<file path="src/rtl/core/ttoc_pkg.sv">
// Shared types, constants and a lookup function for the OLED text column renderer.
package ttoc_pkg;

	localparam int DISPLAY_WIDTH_DEF = 128;
	localparam int GLYPH_COUNT_DEF   = 128;
	localparam int GLYPH_COLS        = 5;

	// item function codes
	localparam logic [1:0] FUNC_RENDER = 2'd0;
	localparam logic [1:0] FUNC_POS    = 2'd1;
	localparam logic [1:0] FUNC_LOAD   = 2'd2;

	localparam logic [7:0] CHAR_CR       = 8'd13;
	localparam logic [6:0] QUESTION_SLOT = 7'd31;

	// controller command bases
	localparam logic [7:0] CMD_PAGE   = 8'hB0;
	localparam logic [7:0] CMD_COL_LO = 8'h00;
	localparam logic [7:0] CMD_COL_HI = 8'h10;

	// each bit of a nibble repeated twice
	localparam logic [7:0] NIB_DOUBLE [16] = '{
		8'h00, 8'h03, 8'h0C, 8'h0F, 8'h30, 8'h33, 8'h3C, 8'h3F,
		8'hC0, 8'hC3, 8'hCC, 8'hCF, 8'hF0, 8'hF3, 8'hFC, 8'hFF
	};

	typedef struct packed {
		logic [1:0] func;
		logic [7:0] char_code;
		logic [6:0] column;
		logic [2:0] page;
		logic [6:0] glyph_index;
		logic [2:0] glyph_column;
		logic [7:0] glyph_bits;
	} cmd_item_t;

	typedef struct packed {
		logic       is_data;
		logic [7:0] out_byte;
		logic       last;
	} res_item_t;

	typedef enum logic [1:0] {
		FM_NONE,
		FM_RAW,
		FM_LO,
		FM_HI
	} font_mode_t;

	// one output byte as issued by the sequencer
	typedef struct packed {
		logic       is_data;
		logic [7:0] cmd_byte;
		font_mode_t mode;
		logic       last;
	} step_t;

	function automatic logic [6:0] glyph_slot(input logic [7:0] code);
		logic [6:0] slot;
		slot = QUESTION_SLOT;
		if (code >= 8'd32 && code <= 8'h7A) begin
			slot = 7'(code - 8'd32);
		end else begin
			case (code)
				8'hB0:   slot = 7'd91;
				8'hC4:   slot = 7'd93;
				8'hD6:   slot = 7'd94;
				8'hDC:   slot = 7'd95;
				8'hE4:   slot = 7'd96;
				8'hF6:   slot = 7'd97;
				8'hFC:   slot = 7'd98;
				8'hDF:   slot = 7'd99;
				default: slot = QUESTION_SLOT;
			endcase
		end
		return slot;
	endfunction

endpackage

</file>
<file path="src/rtl/core/ttoc_out.sv">
// Font read stage and output register; expands glyph nibbles for double size.
module ttoc_out (
	input  logic                clk,
	input  logic                arst_n,
	input  logic                step_valid,
	input  ttoc_pkg::step_t     step,
	output logic                take,
	input  logic [7:0]          font_data,
	output logic                res_valid,
	input  logic                res_ready,
	output ttoc_pkg::res_item_t res
);

	logic                s1_valid_q;
	ttoc_pkg::step_t     step_s1;
	logic                res_valid_q;
	ttoc_pkg::res_item_t res_s2;
	logic                s2_load;
	logic [7:0]          byte_val;

	assign s2_load = !res_valid_q || res_ready;
	// the font read is issued together with the s1 load, so both stall as one
	assign take    = !s1_valid_q || s2_load;

	always_comb begin
		case (step_s1.mode)
			ttoc_pkg::FM_RAW: byte_val = font_data;
			ttoc_pkg::FM_LO:  byte_val = ttoc_pkg::NIB_DOUBLE[font_data[3:0]];
			ttoc_pkg::FM_HI:  byte_val = ttoc_pkg::NIB_DOUBLE[font_data[7:4]];
			default:          byte_val = step_s1.cmd_byte;
		endcase
	end

	always_ff @(posedge clk or negedge arst_n) begin
		if (!arst_n) begin
			s1_valid_q  <= 1'b0;
			res_valid_q <= 1'b0;
		end else begin
			if (take) begin
				s1_valid_q <= step_valid;
			end
			if (s2_load) begin
				res_valid_q <= s1_valid_q;
			end
		end
	end

	always_ff @(posedge clk) begin
		if (take) begin
			step_s1 <= step;
		end
		if (s2_load) begin
			res_s2.is_data  <= step_s1.is_data;
			res_s2.out_byte <= byte_val;
			res_s2.last     <= step_s1.last;
		end
	end

	assign res_valid = res_valid_q;
	assign res       = res_s2;

endmodule

</file>
<file path="config.mk">
export PLATFORM = sky130hd
export DESIGN_NAME = ttoc_out
export DESIGN_NICKNAME = d
export VERILOG_FILES = /design/src/rtl/core/ttoc_pkg.sv /design/src/rtl/core/ttoc_out.sv
export SDC_FILE = /design/constraint.sdc
export NUM_CORES = 1
export LEC_CHECK = 0
export ABC_AREA = 0
export BUFFER_PORTS_ARGS = -buffer_cell sky130_fd_sc_hd__buf_2
export CAP_MARGIN = 20
export CORE_ASPECT_RATIO = 0.8
export CORE_MARGIN = 5
export CORE_UTILIZATION = 46
export DETAILED_ROUTE_END_ITERATION = 10
export PLACE_DENSITY = 0.76
export SLEW_MARGIN = 20
export SYNTH_ARGS = -nofsm -noshare
export SYNTH_HDL_FRONTEND = slang
export SYNTH_SLANG_ARGS = --single-unit
</file>
<file path="constraint.sdc">
create_clock -name clk -period 1.74 [get_ports clk]
set_input_delay 0.348 -clock clk [delete_from_list [all_inputs] [get_ports clk]]
set_output_delay 0.348 -clock clk [all_outputs]
set_load 0.01 [all_outputs]
</file>
### Yosys cells after proc, flatten, opt, wreduce, memory -nomap -nowiden

Memories as Yosys holds them, arrays and structs flattened.
Cells that the tools add are included.

* flip-flop bits (word level): 24
* bits in latches: 0
* memory bits (writable): 0
* memory bits (read-only): 256
* bits of input ports: 24
* output and inout port bits: 12
* word-level logic and storage cells: 27
* memories kept: 2

Memory list
* (no name shown): depth 16, width 8, rd ports 1, clocked after Yosys merged registers in 0, wr ports 0, RTL line ttoc_out.sv:29 `ttoc_pkg::FM_HI: byte_val = ttoc_pkg::NIB_DOUBLE[font_data[7:4]];`
* (no name shown): depth 16, width 8, rd ports 1, clocked after Yosys merged registers in 0, wr ports 0, RTL line ttoc_out.sv:28 `ttoc_pkg::FM_LO: byte_val = ttoc_pkg::NIB_DOUBLE[font_data[3:0]];`

* add/sub/neg operators: 0
* multipliers: 0
* div/mod/pow operators: 0
* $lt $le $gt $ge: 2
* equal/unequal tests: 3
* shift operators: 0
* mux-type cells: 5
* bitwise logic cells: 2
* reductions and logical operators: 4

Operator list (number)
* $mux 8: 4
* $pmux 8 s3: 1
* $ge 5x5->1 const B: 2
* $not 4->5: 2
* $eq 2x2->1 const B: 2
* $eq 2x1->1 const B: 1
* $logic_not 1->1: 2
* $logic_or 1x1->1: 2

### Longest topological paths before layout

* depth in word-level cells: 5
* depth in mapped cells: 3
* mapped depth without buffers: 3

### Worst setup path after synthesis

No wires, ideal clock.

* path type: register -> register
* from: reg res_valid_q, in the netlist res_valid
* to: reg step_s1[0] (netlist name) (enable)
* library setup time: 0.366 ns
* data arrival time: 0.897 ns
* data required time: 1.374 ns
* slack: 0.477 ns
* cell stages (with the launch flop): 3
* path buffers: 0
* clock period less this slack: 1.263 ns
* cell sequence: dfrtp_1 > nor2b_1 > nand2_1

* word-level cells in the longest chain between the ends: 3

RTL lines
* from (decl): RTL line ttoc_out.sv:16 `logic res_valid_q;`
* from (signal assigned): RTL line ttoc_out.sv:43 `res_valid_q <= s1_valid_q;`
* $logic_not 1->1: RTL line ttoc_out.sv:21 `assign s2_load = !res_valid_q || res_ready;`
* $logic_or 1x1->1: RTL line ttoc_out.sv:21
* $logic_or 1x1->1: RTL line ttoc_out.sv:23 `assign take = !s1_valid_q || s2_load;`
* via take: RTL line ttoc_out.sv:7 `output logic take,`
* to (signal assigned): RTL line ttoc_out.sv:50 `step_s1 <= step;`
* to (decl): RTL line ttoc_out.sv:15 `ttoc_pkg::step_t step_s1;`

The timed path passes the listed nets, and every way through them passes these cells.
A chain may end at the register's enable or synchronous reset.

### Worst setup path in the final report

* from: reg res_valid_q, in the netlist res_valid
* to: out take

* word-level cells in the longest chain between the ends: 3

RTL lines (RTL line)
* $logic_not 1->1: ttoc_out.sv:21
* $logic_or 1x1->1: ttoc_out.sv:21
* $logic_or 1x1->1: ttoc_out.sv:23
* to (decl): ttoc_out.sv:7

No other way between the ends.

==> summary.md <==
| Metric | Value |
|---|---|
| Status | complete, no violations |
| Mean post-synth cell area | 22.0 sq um |
| Slew @ Worst Pin | 0.472 ns |
| Yosys reg bits | 24 |
| Clk sinks | 24 |
| Net Sw Power | 0.242 mW |
| Internal Power | 0.867 mW |
| Sequential power share | 0.653 |
| Clock tree buffer depth | 2 |
| Post-layout minimum cycle time | 1.49 ns |
| Root Buffer | clkbuf_4 |
| # H-tree levels | 1 |
| Worst VDD drop | 0.000701 V |
| Hold/Removal Path Class | primary input to flip-flop |
| Cells after Synth | 43 |
| Routability cong. | 0.752 |
| First-pass GRT wire length | 2710 um |
| Worst reg2reg setup slack | 0.26 ns |
| Unrepaired setup endpoints after global routing | no |
| Largest net degree at the start of global routing | 14 |
| Fraction of power consumed by the clock network | 0.215 |
| Final Non-Filler Cells | 106 |
| Initial antenna violation count | 0 |
| GR Layer Usage met3 | 0.0564 |
| Rows | 14 |
| Die area | 0.00307 sq mm |
| DRT Pass-1 Iters | 4 |
| Met2 global-route usage | 0.231 |
| Worst Min Path Start | step[0] |
| Final worst path period share | 0.856 |
| Worst-path fanout max | 3 |
| GRT Overall Usage | 0.125 |
| Mux cell area share after synthesis | 0.185 |
| Num CTS Buffers | 3 |
| Worst reg2reg endpoint | res[4]$_DFFE_PP_ |
| Yosys top cell by area | edfxtp_1 |
| Hold depth | 1 |
| CP Data Required Time | 1.39 ns |
| Final hold violation count | 0 |
| Setup violations, final | 0 |
| HPWL Detailed | 1380 um |
| Post-CTS setup buffers | 0 |
| Max-slew violation total from the final report | 0 |
| Drt drc | 0 |
| Port Buffers | 35 |
| # IOs | 36 |
| XOR/XNOR Fraction of Synth Area | 0 |
| Yosys top cell area share | 0.699 |
| CP Class | flip-flop to primary output |
| Final setup TNS | 0 ns |
| Die span in x | 60.7 um |
| CTS resizes | 0 |
| CTS tree | built |
| Compound-Gate Fraction of Synth Area | 0.0132 |
| Setup crit end kind | primary output |
| Largest family of logic cells by synthesized area | multiplexers |
| Final Routed Wirelength | 1730 um |
| Synth Area in Adders | 0 |
| DRT iter0 DRCs | 13 |
| Initial core utilization | 0.490 |
| # placed instances | 101 |
| Synth top area cells | edfxtp_1, mux4_2, dfrtp_1 |
| Vias in the first global route | 598 |
| Grt peak-use layer | met2 |
| Setup Skew | 0.00212 ns |
| Cell variety after synth | 11 |
| Pleak | 0.485 nW |
| Power Dens Cells | 948 mW/mm^2 |
| Max cap viols | 0 |
| DR vias/cell | 5.11 |
| Core Util, Final | 0.608 |
| Core area | 0.00193 sq mm |
| Fin nets | 107 |
| Crit path DAT | 1.14 ns |
| Fmax | 672 MHz |
| # diodes | 0 |
| Cell count of the worst reg-to-reg path | 1 |
| M1 GR Usage | 0.130 |
| Grt total ovfl | 0 |
| Die height | 50.5 um |
| Synth-to-Final Area Change | 24.0% |
| Combinational power share | 0.133 |
| Clk_lat worst skew | 0.30 ns |
| Routed len/inst | 16.4 um |
| CTS clk-pin slew, worst paths | 0.12 ns |
| Sw Ratio | 0.218 |
| Syn_nets | 67 |
| Share of cells above drive strength 1 | 0.549 |
| Sequential area share after synthesis | 0.752 |
| Via count | 542 |
| Hold EP | step_s1[0]$_DFFE_PP_ |
| Crit path launch type | flip-flop |
| FF-to-FF Start | step_s1[2]$_DFFE_PP_ |
| Post-CTS Hold Buffers | 1 |
| Simple-gate share of the synthesized area | 0.0212 |
| Relative slew slack | 0.685 |
| Syn. warnings | 0 |
| Mapped cell area | 945 sq um |
| Post-route ant nets | 0 |
area by class of cell:
| type | count | area, sq um |
|---|---|---|
| fill | 154 | 756 |
| sequential | 24 | 711 |
| multi-input combinational | 16 | 208 |
| timing repair buffer | 37 | 193 |
| tap | 24 | 30.0 |
| clock buffer | 4 | 26.3 |
| inverter | 1 | 3.75 |
power groups by stage:
stage	Combinational (mW)	Sequential [mW]	Clock (mW)
6_report	0.147	0.724	0.238
5_1_grt	0.161	0.732	0.273
4_1_cts	0.150	0.726	0.248
3_5_place_dp	0.148	0.739	0
3_3_place_gp	0.142	0.734	0
2_1_floorplan	0.0760	0.739	0
worst max path at each step:
stage	startpoint	to	slack (ns)
floorplan	res_valid$_DFFE_PN0P_	step_s1[0]$_DFFE_PP_	0.48
global placement	step_s1[2]$_DFFE_PP_	res[4]$_DFFE_PP_	0.33
detailed placement	step_s1[2]$_DFFE_PP_	res[4]$_DFFE_PP_	0.26
CTS	res_valid$_DFFE_PN0P_	take	0.24
global route	res_valid$_DFFE_PN0P_	take	0.16
finish	res_valid$_DFFE_PN0P_	take	0.25
worst max-delay path, stage by stage (launching register included):
cell and delay, ns:
dfrtp_1 0.35, nor2b_1 0.23, nand2_1 0.11, buf_2 0.15
cell usage after synthesis, drive strengths merged:
master	number
mux4	6
a21o	1
nand2	2
nand2b	1
inv	1
dfrtp	2
buf	2
mux2i	4
nor2b	1
edfxtp	22
o21ai	1
flip-flops by register name (all words and copies together), names as in the netlist:
name        flops
res            10
s1_valid_q      1
step_s1        12
res_valid       1
routing by layer:
metal | up-vias | wire (um)
li1 | 252 | -
met1 | 266 | 612
met2 | 22 | 979
met3 | 2 | 132
met4 | 0 | 10
met5 | - | 0
kinds of logic after synthesis:
| family | Yosys count |
|---|---|
| muxes | 10 |
| buffers and inverters | 3 |
| DFF | 24 |
| AOI/OAI and AO/OA | 2 |
| and+or+nand+nor | 4 |
layout by cell type (no fill, tap or decap), drive strengths merged:
cell / count
nor2b: 1
dfrtp: 2
mux2i: 4
inv: 1
nand2b: 1
edfxtp: 22
buf: 36
mux4: 6
nand2: 2
clkbuf: 4
dlygate4sd3: 1
a21o: 1
o21ai: 1
per-stage QoR:
stage	power (mW)	setup WS, ns	area [sq um]	hold slack [ns]
floorplan	0.815	0.477	945	0.0524
CTS	1.12	0.240	1170	0.202
global route	1.17	0.155	1170	0.182
finish	1.11	0.251	1170	0.210
global placement	0.876	0.334	1130	0.134
detailed placement	0.887	0.256	1130	0.136
(Power assumes the default switching activity.)
