**src/rtl/core/ttoc_pkg.sv**
```systemverilog
// Shared types, constants and a lookup function for the OLED text column renderer.
package ttoc_pkg;

	localparam int DISPLAY_WIDTH_DEF = 128;
	localparam int GLYPH_COUNT_DEF   = 128;
	localparam int GLYPH_COLS        = 5;

	// item function codes
	localparam logic [1:0] FUNC_RENDER = 2'd0;
	localparam logic [1:0] FUNC_POS    = 2'd1;
	localparam logic [1:0] FUNC_LOAD   = 2'd2;

	localparam logic [7:0] CHAR_CR       = 8'd13;
	localparam logic [6:0] QUESTION_SLOT = 7'd31;

	// controller command bases
	localparam logic [7:0] CMD_PAGE   = 8'hB0;
	localparam logic [7:0] CMD_COL_LO = 8'h00;
	localparam logic [7:0] CMD_COL_HI = 8'h10;

	// each bit of a nibble repeated twice
	localparam logic [7:0] NIB_DOUBLE [16] = '{
		8'h00, 8'h03, 8'h0C, 8'h0F, 8'h30, 8'h33, 8'h3C, 8'h3F,
		8'hC0, 8'hC3, 8'hCC, 8'hCF, 8'hF0, 8'hF3, 8'hFC, 8'hFF
	};

	typedef struct packed {
		logic [1:0] func;
		logic [7:0] char_code;
		logic [6:0] column;
		logic [2:0] page;
		logic [6:0] glyph_index;
		logic [2:0] glyph_column;
		logic [7:0] glyph_bits;
	} cmd_item_t;

	typedef struct packed {
		logic       is_data;
		logic [7:0] out_byte;
		logic       last;
	} res_item_t;

	typedef enum logic [1:0] {
		FM_NONE,
		FM_RAW,
		FM_LO,
		FM_HI
	} font_mode_t;

	// one output byte as issued by the sequencer
	typedef struct packed {
		logic       is_data;
		logic [7:0] cmd_byte;
		font_mode_t mode;
		logic       last;
	} step_t;

	function automatic logic [6:0] glyph_slot(input logic [7:0] code);
		logic [6:0] slot;
		slot = QUESTION_SLOT;
		if (code >= 8'd32 && code <= 8'h7A) begin
			slot = 7'(code - 8'd32);
		end else begin
			case (code)
				8'hB0:   slot = 7'd91;
				8'hC4:   slot = 7'd93;
				8'hD6:   slot = 7'd94;
				8'hDC:   slot = 7'd95;
				8'hE4:   slot = 7'd96;
				8'hF6:   slot = 7'd97;
				8'hFC:   slot = 7'd98;
				8'hDF:   slot = 7'd99;
				default: slot = QUESTION_SLOT;
			endcase
		end
		return slot;
	endfunction

endpackage

```
**src/rtl/core/ttoc_seq.sv**
```systemverilog
// Byte sequencer: cursor, wrap decisions, command generation and font addressing.
module ttoc_seq #(
	parameter int DISPLAY_WIDTH = ttoc_pkg::DISPLAY_WIDTH_DEF,
	parameter int GLYPH_COUNT   = ttoc_pkg::GLYPH_COUNT_DEF,
	parameter int AW            = $clog2(GLYPH_COUNT * ttoc_pkg::GLYPH_COLS)
) (
	input  logic                clk,
	input  logic                arst_n,
	input  logic                cmd_valid,
	output logic                cmd_ready,
	input  ttoc_pkg::cmd_item_t cmd,
	input  logic                cfg_we,
	input  logic                cfg_wdata,
	input  logic                take,
	output logic                step_valid,
	output ttoc_pkg::step_t     step,
	output logic                ram_we,
	output logic [AW-1:0]       ram_waddr,
	output logic [7:0]          ram_wdata,
	output logic [AW-1:0]       ram_raddr
);

	typedef enum logic [3:0] {
		S_IDLE,
		S_SETPOS,
		S_NL,
		S_LO,
		S_MID,
		S_HI,
		S_EOL,
		S_PAD1,
		S_BACK,
		S_PAD
	} state_t;

	localparam logic [8:0] WIDTH9    = 9'(DISPLAY_WIDTH);
	localparam logic [8:0] WRAP_SGL  = 9'(DISPLAY_WIDTH - 5);
	localparam logic [8:0] WRAP_DBL  = 9'(DISPLAY_WIDTH - 10);

	state_t      state_q, state_d;
	logic [3:0]  cnt_q, cnt_d;
	logic [7:0]  col_q, col_d;
	logic [2:0]  page_q, page_d;
	logic        dbl_q;

	// per-item payload
	logic        is_cr_q;
	logic [6:0]  pos_x_q;
	logic [2:0]  pos_y_q;
	logic [8:0]  base_q;

	logic        accept;
	logic        seg_end;
	logic        last_step;
	logic [3:0]  seg_len;
	logic [6:0]  pos_x;
	logic [2:0]  pos_y;
	logic        is_pos;
	logic [3:0]  col_off;
	logic [8:0]  sum6, sum12;
	logic [6:0]  slot;
	logic [9:0]  wr_sum;
	logic [6:0]  col_back;

	assign accept = cmd_valid && cmd_ready;
	assign slot   = ttoc_pkg::glyph_slot(cmd.char_code);
	assign sum6   = {1'b0, col_q} + 9'd6;
	assign sum12  = {1'b0, col_q} + 9'd12;
	assign col_back = 7'(col_q - 8'd2);

	// segment length and position target per state
	always_comb begin
		seg_len = 4'd3;
		pos_x   = 7'd0;
		pos_y   = page_q;
		is_pos  = 1'b0;
		case (state_q)
			S_SETPOS: begin
				is_pos = 1'b1;
				pos_x  = pos_x_q;
				pos_y  = pos_y_q;
			end
			S_NL: begin
				is_pos = 1'b1;
				pos_y  = dbl_q ? page_q + 3'd2 : page_q + 3'd1;
			end
			S_MID: begin
				is_pos = 1'b1;
				pos_x  = col_q[6:0];
				pos_y  = page_q + 3'd1;
			end
			S_EOL: begin
				is_pos = 1'b1;
				pos_y  = page_q + 3'd1;
			end
			S_BACK: begin
				is_pos = 1'b1;
				pos_x  = col_back;
				pos_y  = page_q + 3'd7;
			end
			S_LO:    seg_len = dbl_q ? 4'd10 : 4'd5;
			S_HI:    seg_len = 4'd10;
			S_PAD1:  seg_len = 4'd2;
			S_PAD:   seg_len = dbl_q ? 4'd2 : 4'd1;
			default: seg_len = 4'd1;
		endcase
	end

	assign seg_end = (cnt_q == seg_len - 4'd1);

	always_comb begin
		case (state_q)
			S_SETPOS, S_EOL, S_PAD: last_step = seg_end;
			S_NL:                   last_step = seg_end && is_cr_q;
			default:                last_step = 1'b0;
		endcase
	end

	assign cmd_ready  = (state_q == S_IDLE) || (take && last_step);
	assign step_valid = (state_q != S_IDLE);

	// step descriptor
	always_comb begin
		step.is_data  = !is_pos;
		step.cmd_byte = 8'h00;
		step.mode     = ttoc_pkg::FM_NONE;
		step.last     = last_step;
		col_off       = cnt_q;
		if (is_pos) begin
			case (cnt_q)
				4'd0:    step.cmd_byte = ttoc_pkg::CMD_PAGE | {5'd0, pos_y};
				4'd1:    step.cmd_byte = ttoc_pkg::CMD_COL_LO | {4'd0, pos_x[3:0]};
				default: step.cmd_byte = ttoc_pkg::CMD_COL_HI | {5'd0, pos_x[6:4]};
			endcase
		end else if (state_q == S_LO) begin
			step.mode = dbl_q ? ttoc_pkg::FM_LO : ttoc_pkg::FM_RAW;
			col_off   = dbl_q ? {1'b0, cnt_q[3:1]} : cnt_q;
		end else if (state_q == S_HI) begin
			step.mode = ttoc_pkg::FM_HI;
			col_off   = {1'b0, cnt_q[3:1]};
		end
	end

	assign ram_raddr = AW'(base_q + {5'd0, col_off});

	// glyph column load goes straight to the store
	assign wr_sum    = {1'b0, cmd.glyph_index, 2'b00} + {3'd0, cmd.glyph_index}
	                 + {7'd0, cmd.glyph_column};
	assign ram_we    = accept && (cmd.func == ttoc_pkg::FUNC_LOAD)
	                 && (cmd.glyph_column <= 3'd4)
	                 && (32'(cmd.glyph_index) < GLYPH_COUNT);
	assign ram_waddr = AW'(wr_sum);
	assign ram_wdata = cmd.glyph_bits;

	always_comb begin
		state_d = state_q;
		cnt_d   = cnt_q;
		col_d   = col_q;
		page_d  = page_q;
		if (take && state_q != S_IDLE) begin
			if (!seg_end) begin
				cnt_d = cnt_q + 4'd1;
			end else begin
				cnt_d = 4'd0;
				if (is_pos) begin
					col_d  = {1'b0, pos_x};
					page_d = pos_y;
				end
				unique case (state_q)
					S_SETPOS, S_EOL: state_d = S_IDLE;
					S_NL:            state_d = is_cr_q ? S_IDLE : S_LO;
					S_LO: begin
						if (dbl_q) begin
							state_d = S_MID;
						end else begin
							col_d   = sum6[7:0];
							state_d = (sum6 >= WIDTH9) ? S_EOL : S_PAD;
						end
					end
					S_MID: state_d = S_HI;
					S_HI: begin
						col_d   = sum12[7:0];
						state_d = (sum12 >= WIDTH9) ? S_EOL : S_PAD1;
					end
					S_PAD1: state_d = S_BACK;
					S_BACK: state_d = S_PAD;
					S_PAD: begin
						if (dbl_q) begin
							col_d = col_q + 8'd2;
						end
						state_d = S_IDLE;
					end
					default: state_d = S_IDLE;
				endcase
			end
		end
		// next transaction sees the cursor as left by the previous one
		if (accept) begin
			cnt_d = 4'd0;
			case (cmd.func)
				ttoc_pkg::FUNC_RENDER: begin
					if (cmd.char_code == ttoc_pkg::CHAR_CR) begin
						state_d = S_NL;
					end else if ({1'b0, col_d} > (dbl_q ? WRAP_DBL : WRAP_SGL)) begin
						state_d = S_NL;
					end else begin
						state_d = S_LO;
					end
				end
				ttoc_pkg::FUNC_POS: state_d = S_SETPOS;
				default:            state_d = S_IDLE;
			endcase
		end
	end

	always_ff @(posedge clk or negedge arst_n) begin
		if (!arst_n) begin
			state_q <= S_IDLE;
			cnt_q   <= 4'd0;
			col_q   <= 8'd0;
			page_q  <= 3'd0;
			dbl_q   <= 1'b0;
		end else begin
			state_q <= state_d;
			cnt_q   <= cnt_d;
			col_q   <= col_d;
			page_q  <= page_d;
			if (cfg_we) begin
				dbl_q <= cfg_wdata;
			end
		end
	end

	always_ff @(posedge clk) begin
		if (accept) begin
			is_cr_q <= (cmd.char_code == ttoc_pkg::CHAR_CR);
			pos_x_q <= cmd.column;
			pos_y_q <= cmd.page;
			base_q  <= {slot, 2'b00} + {2'd0, slot};
		end
	end

endmodule

```
**config.mk**
```make
export PLATFORM = sky130hd
export DESIGN_NAME = ttoc_seq
export DESIGN_NICKNAME = d
export VERILOG_FILES = /design/src/rtl/core/ttoc_pkg.sv /design/src/rtl/core/ttoc_seq.sv
export SDC_FILE = /design/constraint.sdc
export NUM_CORES = 1
export LEC_CHECK = 0
export ABC_AREA = 1
export ABC_CLOCK_PERIOD_IN_PS = 4300
export BUFFER_PORTS_ARGS = -buffer_cell sky130_fd_sc_hd__buf_2
export CAP_MARGIN = 15
export CORE_MARGIN = 2
export CORE_UTILIZATION = 56
export CTS_CLUSTER_DIAMETER = 60
export DETAILED_ROUTE_END_ITERATION = 16
export PLACE_DENSITY = 0.81
export SLEW_MARGIN = 20
export SYNTH_ARGS = -nofsm -noshare
export SYNTH_HDL_FRONTEND = slang
export SYNTH_SLANG_ARGS = --single-unit
```
**constraint.sdc**
```tcl
create_clock -name clk -period 4.3 [get_ports clk]
set_clock_uncertainty 0.05 [all_clocks]
set_input_delay 0.645 -clock clk [delete_from_list [all_inputs] [get_ports clk]]
set_output_delay 0.645 -clock clk [all_outputs]
set_load 0.05 [all_outputs]
```
Word level (Yosys, flattened, before mapping). Index checks and enable logic that the tools add are counted. Widths: inputs -> output; s select.

Register bits: 40. Input port bits: 44. Output and inout port bits: 43. Word-level logic and storage cells: 112.

$add $sub $neg: 14. Order comparisons: 6. Eq/ne operators: 22. Multiplexer cells: 41. Reductions and logical operators: 20.

Operators with widths (count): $eq 8x8->1 const B (8); $mux 4 (14); $pmux 7 s8 (1); $mux 8 (6); $pmux 4 s6 (1); $pmux 8 s3 (1); $pmux 7 s3 (1); $pmux 4 s5 (1); $ge 9x8->1 const B (2); $eq 4x3->1 const B (4); $pmux 8 s2 (1); $mux 2 (6); $pmux 3 s4 (1); $add 10x3->10 (1); $add 9x4->10 (1); $add 9x7->10 (1); $add 8x3->9 const B (1); $add 8x4->9 const B (1); $add 9x7->9 (1); $add 8x2->8 const B (1); $eq 4x1->1 const B (2); $eq 4x2->1 const B (2); $eq 4x4->1 const B (2); $eq 8x4->1 const B (1); 31 further kinds (42).

Depth between registers and ports, before layout.
Depth in word-level cells: 13. Depth in mapped cells: 30. Depth with buffers taken out: 29.

Worst setup path after synthesis. OpenSTA, ideal clock, no wires.

Path type: register -> output. Start point: register state_q[1]. End point: output ram_we. Arrival: 3.657 ns. Required time: 3.605 ns. Path slack: -0.052 ns. Cell stages (with the launch flop): 18. Buffers on the path: 1. Path through: dfrtp_1 -> nor2_1 -> nand2_1 -> nand2_1 -> nor2_1 -> buf_2 -> inv_2 -> nor2_1 -> ha_1 -> xor2_1 -> inv_1 -> nor2_8 -> nand2_2 -> nor2_4 -> nand2_2 -> nand2_4 -> nand2_4 -> nor3_1.

Longest elaborated chain between the ends: 12. Elaborated cells on any way between the ends: 22. Classes of those cells: add/sub (1); eq/ne (10); mux (2); reduce/logical (9).

RTL lines: start, declared (RTL line ttoc_seq.sv:40) `state_t state_q, state_d;`; start signal, assigned (RTL line ttoc_seq.sv:224) `state_q <= state_d;`; $eq 4x4->1 (tied with other cells) (RTL line ttoc_seq.sv:77) `case (state_q)`; $reduce_or 5->1 (no source line); $pmux 4 s5 (RTL line ttoc_seq.sv:77); $sub 4x1->4 (RTL line ttoc_seq.sv:109) `assign seg_end = (cnt_q == seg_len - 4'd1);`; $eq 4x4->1 (RTL line ttoc_seq.sv:109); $logic_and 1x1->1 (RTL line ttoc_seq.sv:114) `S_NL: last_step = seg_end && is_cr_q;`; $pmux 1 s2 (*) (RTL line ttoc_seq.sv:112) `case (state_q)`; named net last_step (RTL line ttoc_seq.sv:54) `logic last_step;`; $logic_and 1x1->1 (*) (RTL line ttoc_seq.sv:119) `assign cmd_ready = (state_q == S_IDLE) || (take && last_step);`; $logic_or 1x1->1 (*) (RTL line ttoc_seq.sv:119); named net cmd_ready (RTL line ttoc_seq.sv:10) `output logic cmd_ready,`; $logic_and 1x1->1 (*) (RTL line ttoc_seq.sv:65) `assign accept = cmd_valid && cmd_ready;`; $logic_and 1x1->1 (*) (RTL line ttoc_seq.sv:149) `assign ram_we = accept && (cmd.func == ttoc_pkg::FUNC_LOAD)`; $logic_and 1x1->1 (*) (RTL line ttoc_seq.sv:150) `&& (cmd.glyph_column <= 3'd4)`; end, declared (RTL line ttoc_seq.sv:17) `output logic ram_we,`.

Mark *: on every way through the listed nets, which the timed path passes. The rest lies on a longest branch.

Final worst setup path.
Start point: register state_q[0]. End point: output ram_we.

Longest elaborated chain between the ends: 12. Elaborated cells on any way between the ends: 22. Classes of those cells: add/sub (1); eq/ne (10); mux (2); reduce/logical (9).

RTL lines (RTL line): $eq 4x4->1 (tied with other cells) (ttoc_seq.sv:77); $reduce_or 5->1 (no source line); $pmux 4 s5 (ttoc_seq.sv:77); $sub 4x1->4 (ttoc_seq.sv:109); $eq 4x4->1 (ttoc_seq.sv:109); $logic_and 1x1->1 (ttoc_seq.sv:114); $pmux 1 s2 (ttoc_seq.sv:112); $logic_and 1x1->1 (ttoc_seq.sv:119); $logic_or 1x1->1 (*) (ttoc_seq.sv:119); $logic_and 1x1->1 (*) (ttoc_seq.sv:65); $logic_and 1x1->1 (*) (ttoc_seq.sv:149); $logic_and 1x1->1 (*) (ttoc_seq.sv:150).

Every way passes the cells marked *; elsewhere a longest branch is shown, timed or not.

==> metrics.cfg <==
[status]
outcome=complete, no violations

[pwr]
p_seq_frac=0.174
swShare=0.603
p_per_area_nw_per_um2=846
intPower_mw=1.57
p_leak_nw=2.40
p_switching_mw=2.39
ir_drop_mv=0.545
clockPowerShare=0.082
p_comb_frac=0.744

[synth]
ys_top_cells_by_area=edfxtp_1, dfrtp_1, ha_1
postSynthAreaPerCell_um2=7.31
synth_flop_cell=edfxtp_1
seq_area_frac_synth=0.265
synth.net_count=655
ys_ff_latch=40
async_reset_ff_frac=0.500
netlist_area_um2=4160
yosysWarningCount=0
yosysTopAreaCell=edfxtp_1
synth.distinct_cells=53
yosysTopAreaCellShare=0.144
synth_cells=569
synth_edf_count=20

[worst_setup_path]
crit_chain=nor2_1 > nand2_1 > nand2_1 > nor2_1 > inv_2 > nor2_1 > ha_1 > xor2_1 > inv_1 > nor2_8 > nand2_2 > nor2_4 > nand2_2 > nand2_4 > nand2_4 > nor3_2 > buf_2
worst_path_most_repeated_cell=nor2_1
critPathTopFamily=simple AND/OR/NAND/NOR gates
reg2reg_slack_ns=0.47
arrival_ns=3.20
critPathLaunch=state_q[0]
ff2ff_path_depth=25
worstSetupEndpointType=output pin
worst_path_max_delay_cell=dfrtp_1
worstSetupPathType=flip-flop to output pin
critPathMaxFanout=8
rr_endpoint=state_q[0]
reg2reg_from=state_q[0]
slowest_delay_ns=0.44
worstPathRequired_ns=3.61
path_buf_inv=3
startpoint_type=flip-flop

[timing]
max-slew-margin-rel=0.640
finalSetupTns_ns=0
fmax_mhz=257
period_needed_ns=3.89
maxSlewViolCount=0
rsz0062_at_grt=no
worst_slew_pin_slew_ns=0.535
finalSetupViolCount=0
hold_viol_final=0
post-route-period-util=0.905

[final_layout]
diodes=0
mostFrequentLayoutCells=nand2_1, inv_1, buf_2
multi_input_area_um2=2630
fill_cells=655
synthToLayoutAreaGrowth_pct=12.5
drive_above_1_share=0.192
layout.cells.most_common=nand2_1
regArea_um2=1100
stdcell_count=733
finalNetCount=719

[min_path]
hold_path_class=primary input to async pin

[global_routing]
track_usage=0.262
grt_pass1_wl_um=17600
antenna_found_initial=0
grt-ovfl-total=0
grt_max_degree=23
grt_pass1_vias=3835

[run]
max_cap_viol_count=0

[die]
row_count=31
die_y_um=90.2
dieArea_um2=8130
boundaryPins=87
die_width_um=90.2
start_util=0.576
coreArea_um2=7210

[detailed_routing]
drt_iter0_drc=294
drt_wl_total_um=10500
drc=0
num_vias=4081
antenna_left=0
routed_via_density=5.57
routedWlPerCell_um=14.4
firstDrtPassIters=6

[cts]
clockBufferDepth=2
cts-root-buf=clkbuf_8
numCtsBuffers=5
cts_hold_buf=0
cts_num_sinks=40
cts.reportedPaths.clkPinSlew_ns=0.08
clk_latency_ns=0.30
cts_tree=done
htreeDepth=2

[placed_design]
routabilityCongestion=1.00
io_buffer_count=69
dpl.cell_count=725
hpwl_um=8680

==> layout make-up <==
class                      count  area share
multi-input combinational    424       0.561
clock buffer                   6      0.0176
sequential                    40       0.235
tap                           99      0.0265
clock inverter                 2     0.00829
inverter                      91      0.0743
timing repair buffer          71      0.0770
==> power by group through the flow <==
| stage | registers [mW] | clock network (mW) | logic (mW) |
|---|---|---|---|
| 2_1_floorplan | 0.633 | 0 | 2.36 |
| 4_1_cts | 0.685 | 0.329 | 2.92 |
| 3_3_place_gp | 0.687 | 0 | 2.84 |
| 6_report | 0.691 | 0.324 | 2.94 |
| 3_5_place_dp | 0.692 | 0 | 2.90 |
| 5_1_grt | 0.707 | 0.343 | 3.21 |
==> per-layer routing <==
metal  vias to the layer above  track usage  wire, µm
met5                         -            0         0
met4                         0        0.112       363
met3                        40       0.0327       646
met2                       179        0.461      5210
met1                      1840        0.324      4330
li1                       2022            -         -
==> worst max path at each step <==
| stage | end | cells after the start |
|---|---|---|
| after floorplan | ram_raddr[9] | 14 |
| after global placement | base_q[8] | 17 |
| after detailed placement | base_q[8] | 17 |
| after CTS | ram_we | 17 |
| after global routing | state_q[0] | 27 |
| final | ram_we | 17 |
==> Yosys cell counts (4+ instances only) <==
cell type,instances
nand2_4,5
nor2_1,61
a221oi_1,4
xor2_1,21
o21ai_0,38
nand2_1,99
a21oi_1,34
fa_1,4
buf_4,11
nor3_1,8
o211ai_1,4
ha_1,38
inv_2,8
inv_1,79
nand2_2,5
xnor2_1,5
or2_2,5
nand3_1,39
dfrtp_1,20
edfxtp_1,20
a22oi_1,4
nand4_1,8
==> state kept, by name, summed over array words and instances, names as in the netlist <==
name     count
base_q       9
col_q        8
pos_x_q      7
cnt_q        4
state_q      4
page_q       3
pos_y_q      3
dbl_q        1
is_cr_q      1
==> kinds of logic after synthesis <==
logic type,after synthesis,share of synthesized area
simple gates,249,0.287
compound gates,106,0.152
buf+inv,105,0.107
fa+ha+maj,42,0.134
flops,40,0.265
xor+xnor,26,0.0548
other cells,1,0.000902
==> what timing repair did <==
action | 4_1_cts | 5_1_grt
endpoints found under the hold margin | 0 | 0
resized for setup | 0 | 2
setup endpoints to repair | 0 | 1
setup buffers | 0 | 0
==> stage by stage <==
step | setup WS, ns | utilization | total power [mW] | hold slack [ns] | instance area (µm²)
floorplan | 0.363 | - | 3.00 | 0.299 | 4160
global placement | 0.668 | 0.631 | 3.53 | 0.522 | 4550
detailed placement | 0.505 | 0.631 | 3.59 | 0.538 | 4550
CTS | 0.445 | 0.648 | 3.93 | 0.267 | 4670
global route | 0.00572 | 0.649 | 4.26 | 0.288 | 4680
finish | 0.410 | 0.649 | 3.96 | 0.248 | 4680
No activity file was read; power rests on OpenSTA's default activity.
